==> src/hw/rtl/wmv_pkg.sv <==
// ----------------------------------------------------------------------------
// wmv_pkg: shared types and constants
// Field widths, fixed-point formats, register map and sequencer states of the
// gated Welford mean and variance block.
// ----------------------------------------------------------------------------
`default_nettype none

package wmv_pkg;

    localparam int SAMPLE_W = 32;            // latency sample, whole cycles
    localparam int FRAC_W   = 16;            // fraction bits of the mean
    localparam int MEAN_W   = SAMPLE_W + FRAC_W;
    localparam int M2_W     = 62;
    localparam int COUNT_W  = 32;            // width of the count fields
    localparam int PROD_W   = 64;            // product bits kept after the shift
    localparam int PROD_SHIFT = 2 * MEAN_W - PROD_W;
    localparam int SUM_W    = PROD_W + 1;

    localparam logic [M2_W-1:0] M2_MAX = {M2_W{1'b1}};

    // Configuration port.
    localparam int APB_DATA_W = 32;
    localparam int APB_ADDR_W = 3;
    localparam logic [APB_ADDR_W-3:0] REG_OUTLIER_LIMIT = '0;
    localparam logic [SAMPLE_W-1:0]   LIMIT_RESET = 32'd100000;

    typedef enum logic [2:0] {
        S_IDLE,
        S_PREP,
        S_DIV,
        S_MUL,
        S_DONE
    } t_state;

    typedef enum logic {
        ACC_TOTAL,
        ACC_KEPT
    } t_acc_sel;

endpackage

`default_nettype wire

==> src/hw/rtl/wmv_div.sv <==
// ----------------------------------------------------------------------------
// wmv_div: radix-2 restoring divider
// Divides an unsigned mean-width magnitude by an unsigned count, one quotient
// bit per cycle. The quotient is truncated and valid from the done pulse on.
// ----------------------------------------------------------------------------
`default_nettype none

module wmv_div #(
    parameter int DIVISOR_W = 32
) (
    input  wire logic                        i_clk,
    input  wire logic                        i_rst_n,
    input  wire logic                        i_start,
    input  wire logic [wmv_pkg::MEAN_W-1:0]  i_dividend,
    input  wire logic [DIVISOR_W-1:0]        i_divisor,
    output logic                             o_busy,
    output logic                             o_done,
    output logic [wmv_pkg::MEAN_W-1:0]       o_quotient
);

    localparam int QW    = wmv_pkg::MEAN_W;
    localparam int CNT_W = $clog2(QW);
    localparam logic [CNT_W-1:0] LAST_STEP = CNT_W'(QW - 1);

    logic [DIVISOR_W-1:0] r_rem;
    logic [QW-1:0]        r_quo;
    logic [DIVISOR_W-1:0] r_div;
    logic [CNT_W-1:0]     r_cnt;
    logic                 r_busy;
    logic                 r_done;

    logic [DIVISOR_W:0]   shifted;
    logic [DIVISOR_W:0]   diff;
    logic                 take;

    // The dividend shifts out of the top of r_quo while quotient bits enter
    // at the bottom.
    always_comb begin
        shifted = {r_rem, r_quo[QW-1]};
        diff    = shifted - {1'b0, r_div};
        take    = shifted >= {1'b0, r_div};
    end

    always_ff @(posedge i_clk) begin
        if (!i_rst_n) begin
            r_busy <= 1'b0;
            r_done <= 1'b0;
            r_cnt  <= '0;
        end else begin
            r_done <= 1'b0;
            if (i_start) begin
                r_busy <= 1'b1;
                r_cnt  <= '0;
            end else if (r_busy) begin
                r_cnt <= r_cnt + CNT_W'(1);
                if (r_cnt == LAST_STEP) begin
                    r_busy <= 1'b0;
                    r_done <= 1'b1;
                end
            end
        end
    end

    always_ff @(posedge i_clk) begin
        if (i_start) begin
            r_rem <= '0;
            r_quo <= i_dividend;
            r_div <= i_divisor;
        end else if (r_busy) begin
            r_rem <= take ? diff[DIVISOR_W-1:0] : shifted[DIVISOR_W-1:0];
            r_quo <= {r_quo[QW-2:0], take};
        end
    end

    assign o_busy     = r_busy;
    assign o_done     = r_done;
    assign o_quotient = r_quo;

endmodule

`default_nettype wire

==> src/hw/rtl/wmv_mul.sv <==
// ----------------------------------------------------------------------------
// wmv_mul: sequential magnitude multiplier
// Multiplies two mean-width magnitudes with one half-width multiplier over
// four partial products and returns the product shifted right by 32 bits.
// ----------------------------------------------------------------------------
`default_nettype none

module wmv_mul (
    input  wire logic                        i_clk,
    input  wire logic                        i_rst_n,
    input  wire logic                        i_start,
    input  wire logic [wmv_pkg::MEAN_W-1:0]  i_a,
    input  wire logic [wmv_pkg::MEAN_W-1:0]  i_b,
    output logic                             o_busy,
    output logic                             o_done,
    output logic [wmv_pkg::PROD_W-1:0]       o_product
);

    localparam int W  = wmv_pkg::MEAN_W;
    localparam int HW = W / 2;
    localparam int PW = 2 * W;

    logic [W-1:0]    r_a;
    logic [W-1:0]    r_b;
    logic [1:0]      r_step;
    logic            r_issue;
    logic [2*HW-1:0] r_pp;
    logic [1:0]      r_pp_idx;
    logic            r_pp_valid;
    logic [PW-1:0]   r_acc;
    logic            r_done;

    logic [HW-1:0]   a_half;
    logic [HW-1:0]   b_half;
    logic [PW-1:0]   pp_aligned;

    // Step bit 0 picks the half of a, bit 1 the half of b.
    always_comb begin
        a_half = r_step[0] ? r_a[W-1:HW] : r_a[HW-1:0];
        b_half = r_step[1] ? r_b[W-1:HW] : r_b[HW-1:0];
        unique case (r_pp_idx)
            2'd0:       pp_aligned = PW'(r_pp);
            2'd1, 2'd2: pp_aligned = PW'(r_pp) << HW;
            default:    pp_aligned = PW'(r_pp) << (2 * HW);
        endcase
    end

    always_ff @(posedge i_clk) begin
        if (!i_rst_n) begin
            r_issue    <= 1'b0;
            r_step     <= '0;
            r_pp_valid <= 1'b0;
            r_done     <= 1'b0;
        end else begin
            r_pp_valid <= r_issue;
            r_done     <= r_pp_valid && (r_pp_idx == 2'd3);
            if (i_start) begin
                r_issue <= 1'b1;
                r_step  <= '0;
            end else if (r_issue) begin
                r_step <= r_step + 2'd1;
                if (r_step == 2'd3) begin
                    r_issue <= 1'b0;
                end
            end
        end
    end

    always_ff @(posedge i_clk) begin
        if (i_start) begin
            r_a   <= i_a;
            r_b   <= i_b;
            r_acc <= '0;
        end else if (r_pp_valid) begin
            r_acc <= r_acc + pp_aligned;
        end
        r_pp     <= a_half * b_half;
        r_pp_idx <= r_step;
    end

    assign o_busy    = r_issue | r_pp_valid;
    assign o_done    = r_done;
    assign o_product = r_acc[PW-1:wmv_pkg::PROD_SHIFT];

endmodule

`default_nettype wire

==> src/hw/rtl/welford_mean_variance_gated.sv <==
// ----------------------------------------------------------------------------
// welford_mean_variance_gated: online mean and variance of latency samples
// Keeps one Welford accumulator over all samples and one over the samples
// below a programmable outlier limit, with a shared divider and multiplier.
// ----------------------------------------------------------------------------
// Usage:
// A sample beat enters on i_in_valid/o_in_stall with i_sample. Each sample
// produces exactly one result beat on o_out_valid/i_out_stall carrying the
// count, Q32.16 mean and M2 of both accumulators and the inlier flag.
// Each accumulator update runs the 48-step radix-2 divider and then the
// four-step multiplier. A result beat is loaded after the total update for
// an outlier and after both updates for an inlier; the next sample can be
// taken in the cycle after the load. o_in_stall is high while a sample is
// being worked on. The result sits in an output register; a stalled
// receiver does not block acceptance of the next sample, which waits only
// at the point where its own result would overwrite a beat that has not
// been taken. Reset clears both accumulators and sets the outlier limit to
// 100000. The user writes the limit over the APB port at byte address 0
// only while idle; the block itself does not enforce this.
// ----------------------------------------------------------------------------
`default_nettype none

module welford_mean_variance_gated #(
    parameter int COUNT_BITS = 32
) (
    input  wire logic                                i_clk,
    input  wire logic                                i_rst_n,
    // Configuration port
    input  wire logic                                psel,
    input  wire logic                                penable,
    input  wire logic                                pwrite,
    input  wire logic [wmv_pkg::APB_ADDR_W-1:0]      paddr,
    input  wire logic [wmv_pkg::APB_DATA_W-1:0]      pwdata,
    output logic      [wmv_pkg::APB_DATA_W-1:0]      prdata,
    output logic                                     pready,
    // Sample channel
    input  wire logic                                i_in_valid,
    output logic                                     o_in_stall,
    input  wire logic [wmv_pkg::SAMPLE_W-1:0]        i_sample,
    // Result channel
    output logic                                     o_out_valid,
    input  wire logic                                i_out_stall,
    output logic      [wmv_pkg::COUNT_W-1:0]         o_all_count,
    output logic      [wmv_pkg::MEAN_W-1:0]          o_all_mean,
    output logic      [wmv_pkg::M2_W-1:0]            o_all_m2,
    output logic      [wmv_pkg::COUNT_W-1:0]         o_inlier_count,
    output logic      [wmv_pkg::MEAN_W-1:0]          o_inlier_mean,
    output logic      [wmv_pkg::M2_W-1:0]            o_inlier_m2,
    output logic                                     o_is_inlier
);

    localparam int CNT_W = (COUNT_BITS >= wmv_pkg::COUNT_W) ? wmv_pkg::COUNT_W : COUNT_BITS;
    localparam logic [CNT_W-1:0] CNT_MAX = '1;
    localparam int MW = wmv_pkg::MEAN_W;

    wmv_pkg::t_state   r_state, n_state;
    wmv_pkg::t_acc_sel r_phase;

    logic [wmv_pkg::SAMPLE_W-1:0] r_limit;
    logic [wmv_pkg::SAMPLE_W-1:0] r_sample;
    logic                         r_inlier;

    logic [CNT_W-1:0]             r_tot_count, r_kept_count;
    logic [MW-1:0]                r_tot_mean, r_kept_mean;
    logic [wmv_pkg::M2_W-1:0]     r_tot_m2, r_kept_m2;

    logic [MW-1:0]                r_mag;
    logic                         r_up;
    logic [CNT_W-1:0]             r_n;
    logic [MW-1:0]                r_newmean;
    logic                         r_out_valid;

    logic                         in_accept;
    logic                         div_start, mul_start, acc_wr, out_load;
    logic                         div_busy, div_done, mul_busy, mul_done;
    logic [MW-1:0]                div_quo;
    logic [wmv_pkg::PROD_W-1:0]   mul_prod;

    logic [CNT_W-1:0]             sel_count;
    logic [MW-1:0]                sel_mean;
    logic [wmv_pkg::M2_W-1:0]     sel_m2;
    logic [MW-1:0]                x;
    logic                         up;
    logic [MW-1:0]                mag;
    logic [CNT_W-1:0]             n_count;
    logic [MW-1:0]                mag_new;
    logic [MW-1:0]                newmean;
    logic [wmv_pkg::SUM_W-1:0]    m2_sum;
    logic [wmv_pkg::M2_W-1:0]     m2_next;
    logic                         cfg_wr;

    // ---------------- configuration port ----------------
    assign pready = 1'b1;
    assign cfg_wr = psel && penable && pwrite && pready
                    && (paddr[wmv_pkg::APB_ADDR_W-1:2] == wmv_pkg::REG_OUTLIER_LIMIT);

    always_comb begin
        if (paddr[wmv_pkg::APB_ADDR_W-1:2] == wmv_pkg::REG_OUTLIER_LIMIT) begin
            prdata = r_limit;
        end else begin
            prdata = '0;
        end
    end

    always_ff @(posedge i_clk) begin
        if (!i_rst_n) begin
            r_limit <= wmv_pkg::LIMIT_RESET;
        end else if (cfg_wr) begin
            r_limit <= pwdata;
        end
    end

    // ---------------- sequencer ----------------
    always_ff @(posedge i_clk) begin
        if (!i_rst_n) begin
            r_state <= wmv_pkg::S_IDLE;
        end else begin
            r_state <= n_state;
        end
    end

    always_comb begin
        n_state   = r_state;
        in_accept = 1'b0;
        div_start = 1'b0;
        mul_start = 1'b0;
        acc_wr    = 1'b0;
        out_load  = 1'b0;
        unique case (r_state)
            wmv_pkg::S_IDLE: begin
                if (i_in_valid) begin
                    in_accept = 1'b1;
                    n_state   = wmv_pkg::S_PREP;
                end
            end
            wmv_pkg::S_PREP: begin
                div_start = 1'b1;
                n_state   = wmv_pkg::S_DIV;
            end
            wmv_pkg::S_DIV: begin
                if (div_done) begin
                    mul_start = 1'b1;
                    n_state   = wmv_pkg::S_MUL;
                end
            end
            wmv_pkg::S_MUL: begin
                if (mul_done) begin
                    acc_wr = 1'b1;
                    if (r_phase == wmv_pkg::ACC_TOTAL && r_inlier) begin
                        n_state = wmv_pkg::S_PREP;
                    end else begin
                        n_state = wmv_pkg::S_DONE;
                    end
                end
            end
            wmv_pkg::S_DONE: begin
                if (!r_out_valid || !i_out_stall) begin
                    out_load = 1'b1;
                    n_state  = wmv_pkg::S_IDLE;
                end
            end
            default: n_state = wmv_pkg::S_IDLE;
        endcase
    end

    assign o_in_stall = (r_state != wmv_pkg::S_IDLE);

    // ---------------- datapath ----------------
    always_comb begin
        if (r_phase == wmv_pkg::ACC_TOTAL) begin
            sel_count = r_tot_count;
            sel_mean  = r_tot_mean;
            sel_m2    = r_tot_m2;
        end else begin
            sel_count = r_kept_count;
            sel_mean  = r_kept_mean;
            sel_m2    = r_kept_m2;
        end
        x       = {r_sample, {wmv_pkg::FRAC_W{1'b0}}};
        up      = x >= sel_mean;
        mag     = up ? (x - sel_mean) : (sel_mean - x);
        n_count = (sel_count == CNT_MAX) ? sel_count : (sel_count + CNT_W'(1));
        // The new deviation has the old one's sign, so only magnitudes move.
        mag_new = r_mag - div_quo;
        newmean = r_up ? (sel_mean + div_quo) : (sel_mean - div_quo);
        m2_sum  = {{(wmv_pkg::SUM_W - wmv_pkg::M2_W){1'b0}}, sel_m2}
                  + {1'b0, mul_prod};
        if (m2_sum > wmv_pkg::SUM_W'(wmv_pkg::M2_MAX)) begin
            m2_next = wmv_pkg::M2_MAX;
        end else begin
            m2_next = m2_sum[wmv_pkg::M2_W-1:0];
        end
    end

    wmv_div #(
        .DIVISOR_W (CNT_W)
    ) u_div (
        .i_clk      (i_clk),
        .i_rst_n    (i_rst_n),
        .i_start    (div_start),
        .i_dividend (mag),
        .i_divisor  (n_count),
        .o_busy     (div_busy),
        .o_done     (div_done),
        .o_quotient (div_quo)
    );

    wmv_mul u_mul (
        .i_clk     (i_clk),
        .i_rst_n   (i_rst_n),
        .i_start   (mul_start),
        .i_a       (r_mag),
        .i_b       (mag_new),
        .o_busy    (mul_busy),
        .o_done    (mul_done),
        .o_product (mul_prod)
    );

    always_ff @(posedge i_clk) begin
        if (in_accept) begin
            r_sample <= i_sample;
            r_inlier <= i_sample < r_limit;
        end
        if (div_start) begin
            r_mag <= mag;
            r_up  <= up;
            r_n   <= n_count;
        end
        if (mul_start) begin
            r_newmean <= newmean;
        end
    end

    always_ff @(posedge i_clk) begin
        if (!i_rst_n) begin
            r_phase      <= wmv_pkg::ACC_TOTAL;
            r_tot_count  <= '0;
            r_tot_mean   <= '0;
            r_tot_m2     <= '0;
            r_kept_count <= '0;
            r_kept_mean  <= '0;
            r_kept_m2    <= '0;
        end else begin
            if (in_accept) begin
                r_phase <= wmv_pkg::ACC_TOTAL;
            end else if (acc_wr) begin
                r_phase <= wmv_pkg::ACC_KEPT;
            end
            if (acc_wr && r_phase == wmv_pkg::ACC_TOTAL) begin
                r_tot_count <= r_n;
                r_tot_mean  <= r_newmean;
                r_tot_m2    <= m2_next;
            end
            if (acc_wr && r_phase == wmv_pkg::ACC_KEPT) begin
                r_kept_count <= r_n;
                r_kept_mean  <= r_newmean;
                r_kept_m2    <= m2_next;
            end
        end
    end

    // ---------------- result register ----------------
    always_ff @(posedge i_clk) begin
        if (!i_rst_n) begin
            r_out_valid <= 1'b0;
        end else if (out_load) begin
            r_out_valid <= 1'b1;
        end else if (!i_out_stall) begin
            r_out_valid <= 1'b0;
        end
    end

    always_ff @(posedge i_clk) begin
        if (out_load) begin
            o_all_count    <= wmv_pkg::COUNT_W'(r_tot_count);
            o_all_mean     <= r_tot_mean;
            o_all_m2       <= r_tot_m2;
            o_inlier_count <= wmv_pkg::COUNT_W'(r_kept_count);
            o_inlier_mean  <= r_kept_mean;
            o_inlier_m2    <= r_kept_m2;
            o_is_inlier    <= r_inlier;
        end
    end

    assign o_out_valid = r_out_valid;

    // ---------------- assertions ----------------
    a_kept_le_total: assert property (@(posedge i_clk) disable iff (!i_rst_n)
        r_kept_count <= r_tot_count)
        else $error("inlier count exceeds total count");

    a_m2_monotonic: assert property (@(posedge i_clk) disable iff (!i_rst_n)
        (acc_wr && r_phase == wmv_pkg::ACC_TOTAL) |=> r_tot_m2 >= $past(r_tot_m2))
        else $error("total M2 decreased on an update");

    a_div_done_state: assert property (@(posedge i_clk) disable iff (!i_rst_n)
        div_done |-> r_state == wmv_pkg::S_DIV)
        else $error("divider finished outside the divide state");

    a_idle_units: assert property (@(posedge i_clk) disable iff (!i_rst_n)
        !o_in_stall |-> (!div_busy && !mul_busy))
        else $error("arithmetic unit busy while the block takes samples");

    a_out_load: assert property (@(posedge i_clk) disable iff (!i_rst_n)
        out_load |=> o_out_valid)
        else $error("result beat not presented after load");

endmodule

`default_nettype wire
==> config.mk <==
export PLATFORM = sky130hd
export DESIGN_NAME = welford_mean_variance_gated
export DESIGN_NICKNAME = d
export VERILOG_FILES = /design/src/hw/rtl/wmv_pkg.sv /design/src/hw/rtl/wmv_div.sv /design/src/hw/rtl/wmv_mul.sv /design/src/hw/rtl/welford_mean_variance_gated.sv
export SDC_FILE = /design/constraint.sdc
export NUM_CORES = 2
export LEC_CHECK = 0
export CAP_MARGIN = 15
export CORE_ASPECT_RATIO = 1.4
export CORE_MARGIN = 4
export CORE_UTILIZATION = 30
export CTS_CLUSTER_DIAMETER = 100
export DETAILED_ROUTE_END_ITERATION = 10
export DONT_BUFFER_PORTS = 1
export GPL_TIMING_DRIVEN = 0
export MAX_ROUTING_LAYER = met4
export SLEW_MARGIN = 20
export SYNTH_ARGS = -nofsm -noshare
export SYNTH_HDL_FRONTEND = slang
export SYNTH_HIERARCHICAL = 1
export SYNTH_SLANG_ARGS = --single-unit
==> constraint.sdc <==
create_clock -name i_clk -period 26 [get_ports i_clk]
set_input_delay 0 -clock i_clk [delete_from_list [all_inputs] [get_ports i_clk]]
set_output_delay 0 -clock i_clk [all_outputs]
set_load 0.02 [all_outputs]
; ---- Word-level counts from Yosys, hierarchy flattened
; Index checks and enable logic that the tools add are counted.
[word_totals]
register_bits = 1103
in_bits = 74
[classes]
add_sub_neg = 11
n_mul = 1
order_cmp = 4
n_eq_ne = 15
n_mux = 38
bitwise_logic = 4
reduce_logical = 20
[op_table]
columns = op, n
row1 = 48-bit 2-to-1 mux, 5
row2 = 96-bit one-hot mux with 2 select lines, 1
row3 = 48-bit subtractor, 4
row4 = 32-bit 2-to-1 mux, 4
row5 = 62-bit 2-to-1 mux, 2
row6 = 96-bit adder, 1
row7 = 62-bit by 64-bit adder with 65-bit output, 1
row8 = 65-bit by 62-bit greater-than comparator with 1-bit output (second input constant), 1
row9 = 48-bit adder, 1
row10 = 48-bit greater-or-equal comparator, 1
row11 = 24-bit by 24-bit multiplier with 48-bit output, 1
row12 = 24-bit 2-to-1 mux, 2
row13 = 33-bit by 32-bit greater-or-equal comparator with 1-bit output, 1
row14 = 32-bit by 1-bit adder with 32-bit output (second input constant), 1
row15 = 32-bit equality test (second input constant), 1
row16 = 32-bit less-than comparator, 1
row17 = 32-bit subtractor, 1
row18 = 1-bit 2-to-1 mux, 18
row19 = 3-bit 2-to-1 mux, 5
row20 = 3-bit one-hot mux with 5 select lines, 1
row21 = 2-bit OR reduction, 4
row22 = 1-bit logical AND, 7
row23 = 6-bit by 1-bit adder with 6-bit output (second input constant), 1
row24 = 2-bit equality test (second input constant), 3
row25 = 17 further kinds, 25

; ---- Logic depth before layout (Yosys ltp)
[logic_depth]
word_depth = 5
mapped_depth = 30

; ---- Hierarchy
; Netlist, hierarchy kept.
[modules_own_cells]
columns = module, instances, cells_each, area_per_inst_um2
row1 = welford_mean_variance_gated, 1, 4210, 41569.9
row2 = wmv_mul, 1, 3859, 33711.1
row3 = wmv_div, 1, 611, 6612.6

; ---- Worst setup path after synthesis
; OpenSTA, ideal clock, no wires.
[synth_path]
kind = register -> register
startpoint = register r_state[0]
endpoint = register o_all_count[0] (netlist name), enable pin
setup_ps = 1028
arrival_ps = 14301
path_slack_ps = 10670
path_stages_with_launch = 4
path_buffers = 0
path_cell_list = dfxtp_1 -> nor2_1 -> nand2_1 -> a21oi_1
[synth_via]
elab_chain_len = 2
[synth_lines]
columns = element, line_no
row1 = start: declaration, welford_mean_variance_gated.sv:56  ; wmv_pkg::t_state r_state, n_state;
row2 = start signal: assignment, welford_mean_variance_gated.sv:116  ; r_state <= wmv_pkg::S_IDLE;
row3 = start signal: assignment, welford_mean_variance_gated.sv:118  ; r_state <= n_state;
row4 = 3-bit equality test, welford_mean_variance_gated.sv:129  ; unique case (r_state)
row5 = 1-bit 2-to-1 mux, welford_mean_variance_gated.sv:129
row6 = named net out_load, welford_mean_variance_gated.sv:74  ; logic div_start, mul_start, acc_wr, out_load;
row7 = end signal: assignment, welford_mean_variance_gated.sv:275  ; o_all_count <= wmv_pkg::COUNT_W'(r_tot_count);
row8 = end: declaration, welford_mean_variance_gated.sv:43  ; output logic [wmv_pkg::COUNT_W-1:0] o_all_count,
; The timed path passes the listed nets, and every way through them passes these cells.
; A chain may end at the register's enable or synchronous reset.

; ---- Worst setup path after layout
[layout_path]
startpoint = register u_mul.r_step[0]
endpoint = register u_mul.r_pp[47]
[layout_via]
elab_chain_len = 2
[layout_lines]
columns = element, line_no
row1 = start: declaration, wmv_mul.sv:25  ; logic [1:0] r_step;
row2 = start signal: assignment, wmv_mul.sv:61  ; r_step <= r_step + 2'd1;
row3 = 24-bit 2-to-1 mux, wmv_mul.sv:39  ; a_half = r_step[0] ? r_a[W-1:HW] : r_a[HW-1:0];
row4 = 24-bit by 24-bit multiplier with 48-bit output, wmv_mul.sv:77  ; r_pp <= a_half * b_half;
row5 = end signal: assignment, wmv_mul.sv:77
row6 = end: declaration, wmv_mul.sv:27  ; logic [2*HW-1:0] r_pp;
; Every way passes these cells.

==> results_dict.tcl <==
set metrics [dict create \
    cp.required_ns 26.64 \
    fin_ws_ns 14.77 \
    cp_slowest_cell "clkbuf_1" \
    via_per_inst 5.25 \
    crit_arrival_ns 11.87 \
    routed_wl_mm 311 \
    met3_usage_pct 2.83 \
    postSynthAreaPerCell_sq_um 9.44 \
    post_cts_resized 0 \
    setup_viol 0 \
    first_global_vias 67700 \
    grt_max_degree 53 \
    finClkSkew_ns 0.0532 \
    cp.depth 28 \
    r2r_start "u_mul/r_step[0]" \
    layout_min_cycle_time_ns 11.23 \
    syn_to_final_growth_pct 13.8 \
    ff2ff_path_depth 28 \
    syn_nets 9799 \
    drtIter0Drc 4959 \
    overflow 0 \
    cpPeakStageDelay_ns 0.79 \
    ios 394 \
    cap_violations 0 \
    crit_path_frequent_cell "fa_1" \
    die_x_um 450 \
    cts_tree "built" \
    startpoint "u_mul/r_step[0]" \
    maxSlewViolCount 0 \
    final_common_cell "nand2_1" \
    path_class "flop to flop" \
    ant_nets 0 \
    clk_pin_slew_ns 0.06 \
    cts_sinks 1135 \
    hold-worst-slack_ns 0.0567 \
    pre_cts_slack_ns 14.97 \
    path_buf_inv 8 \
    dr.pass1.iters 5 \
    netlist_instances 8679 \
    cts_setup_buffers 0 \
    r2r_end "u_mul/r_pp[47]" \
    antenna_found_initial 22 \
    dp_hpwl_mm 252 \
    power.density_nw_per_um2 61.7 \
    drcViolationCount 0 \
    dieArea_sq_um 282000 \
    cellLeakagePower_nw 38.2 \
    vias 66500 \
    die_h_um 626 \
    holdBufCountCts 148 \
    root_buffer "clkbuf_16" \
    port_buffers 0 \
    hp-class "primary input to flop" \
    drive_above_1_share_pct 7.27 \
    grtUsageTotal_pct 22.0 \
    core_sq_um 271000 \
    h-tree-depth 4 \
    place_congestion 0.964 \
    hold_viol 0 \
    r2r_setup_slack_ns 14.77 \
    worst_slew_pin_slew_ns 1.24 \
    insertion_delay_ns 0.80 \
    initial_utilization_pct 30.2 \
    grtUsageMet1_pct 24.4 \
    rsz0062_at_grt "false" \
    syn_area_sq_um 81900 \
    status "finished, final reports clean" \
    busiest_layer "met2" \
    slew_headroom_pct 17.3 \
    wl_per_cell_um 24.5 \
    crit_end "u_mul/r_pp[47]" \
    grt_pass1_wl_mm 449 \
    layout.nets 10100 \
    rows 226 \
    path_delay_family "adder cells" \
    path_max_fanout 10 \
    timing.final.crit_share_pct 43.2 \
    tns_ns 0 \
    crit_path_start_kind "flop" \
    use_met2_pct 38.5 \
    cts_made_buffers 135 \
    worstSetupEndpointType "flop" \
    peakVddDrop_mv 0.0697 \
    synth_warnings 6 \
    cts.path.max_buffers 3 \
    final_cell_mix "nand2_1, inv_1, nor2_1, a21oi_1, edfxtp_1" \
    fmax_ghz 0.0891 \
]
## sequential cells by signal (all words and copies together), names as in the netlist, 48 cells and up
register,count
r_tot_mean,48
u_div/o_quotient,48
r_kept_m2,62
r_mag,48
r_newmean,48
u_mul/r_acc,96
u_mul/r_pp,48
o_all_m2,62
o_all_mean,48
u_mul/r_a,48
r_kept_mean,48
u_mul/r_b,48
o_inlier_mean,48
o_inlier_m2,62
r_tot_m2,62
## worst min-delay path by stage
stage	startpoint	to	slack (ns)	cells past startpoint
final	i_sample[13]	r_inlier	0.06	6
after global routing	i_sample[13]	r_inlier	0.04	6
after CTS	i_sample[13]	r_inlier	0.02	6
after detailed placement	i_sample[14]	r_sample[14]	0.1	0
after global placement	i_sample[14]	r_sample[14]	0.1	0
after floorplan	i_sample[0]	r_sample[0]	0.1	0
## per-stage QoR
step	cell area, sq um	cells	util [%]	total power [mW]
CTS	93100	12700	34.3	5.78
finish	93200	12700	34.4	5.75
detailed placement	87200	12300	32.2	3.85
floorplan	81900	8679	-	3.39
global placement	86300	12200	31.8	3.85
global route	93100	12700	34.3	6.04
## final cells by class
type	count	area [sq um]
flip-flops and latches	1135	29000
plain buffers	473	2170
repair buffers	194	2210
multi-input cells	6224	47700
diodes	7	17.5
clock buffers	163	3590
well taps	3534	4420
inverters	847	3180
fillers	27300	178000
clock inverters	87	865
## report_power, final
group	switching, mW	total (mW)	internal [mW]
logic	1.01	1.64	0.631
registers	0.115	2.21	2.10
clock network	0.816	1.90	1.08
## layer usage
metal | vias up | share of wire (%)
met2 | 2242 | 50
met4 | 0 | 6.3
met1 | 33000 | 39
met5 | - | 0
li1 | 30600 | -
met3 | 667 | 4.7
## worst reg2reg max path: cells and delay by family (launching register included)
family | cells | cell delay, ns
AOI/OAI and AO/OA | 8 | 2.76
and+or+nand+nor | 2 | 0.25
muxes | 1 | 0.68
adders and majority gates | 8 | 3.88
buffers and inverters | 8 | 2.80
xor gates and xnor gates | 1 | 0.38
DFF | 1 | 0.34
No activity file was read; power rests on OpenSTA's default activity.
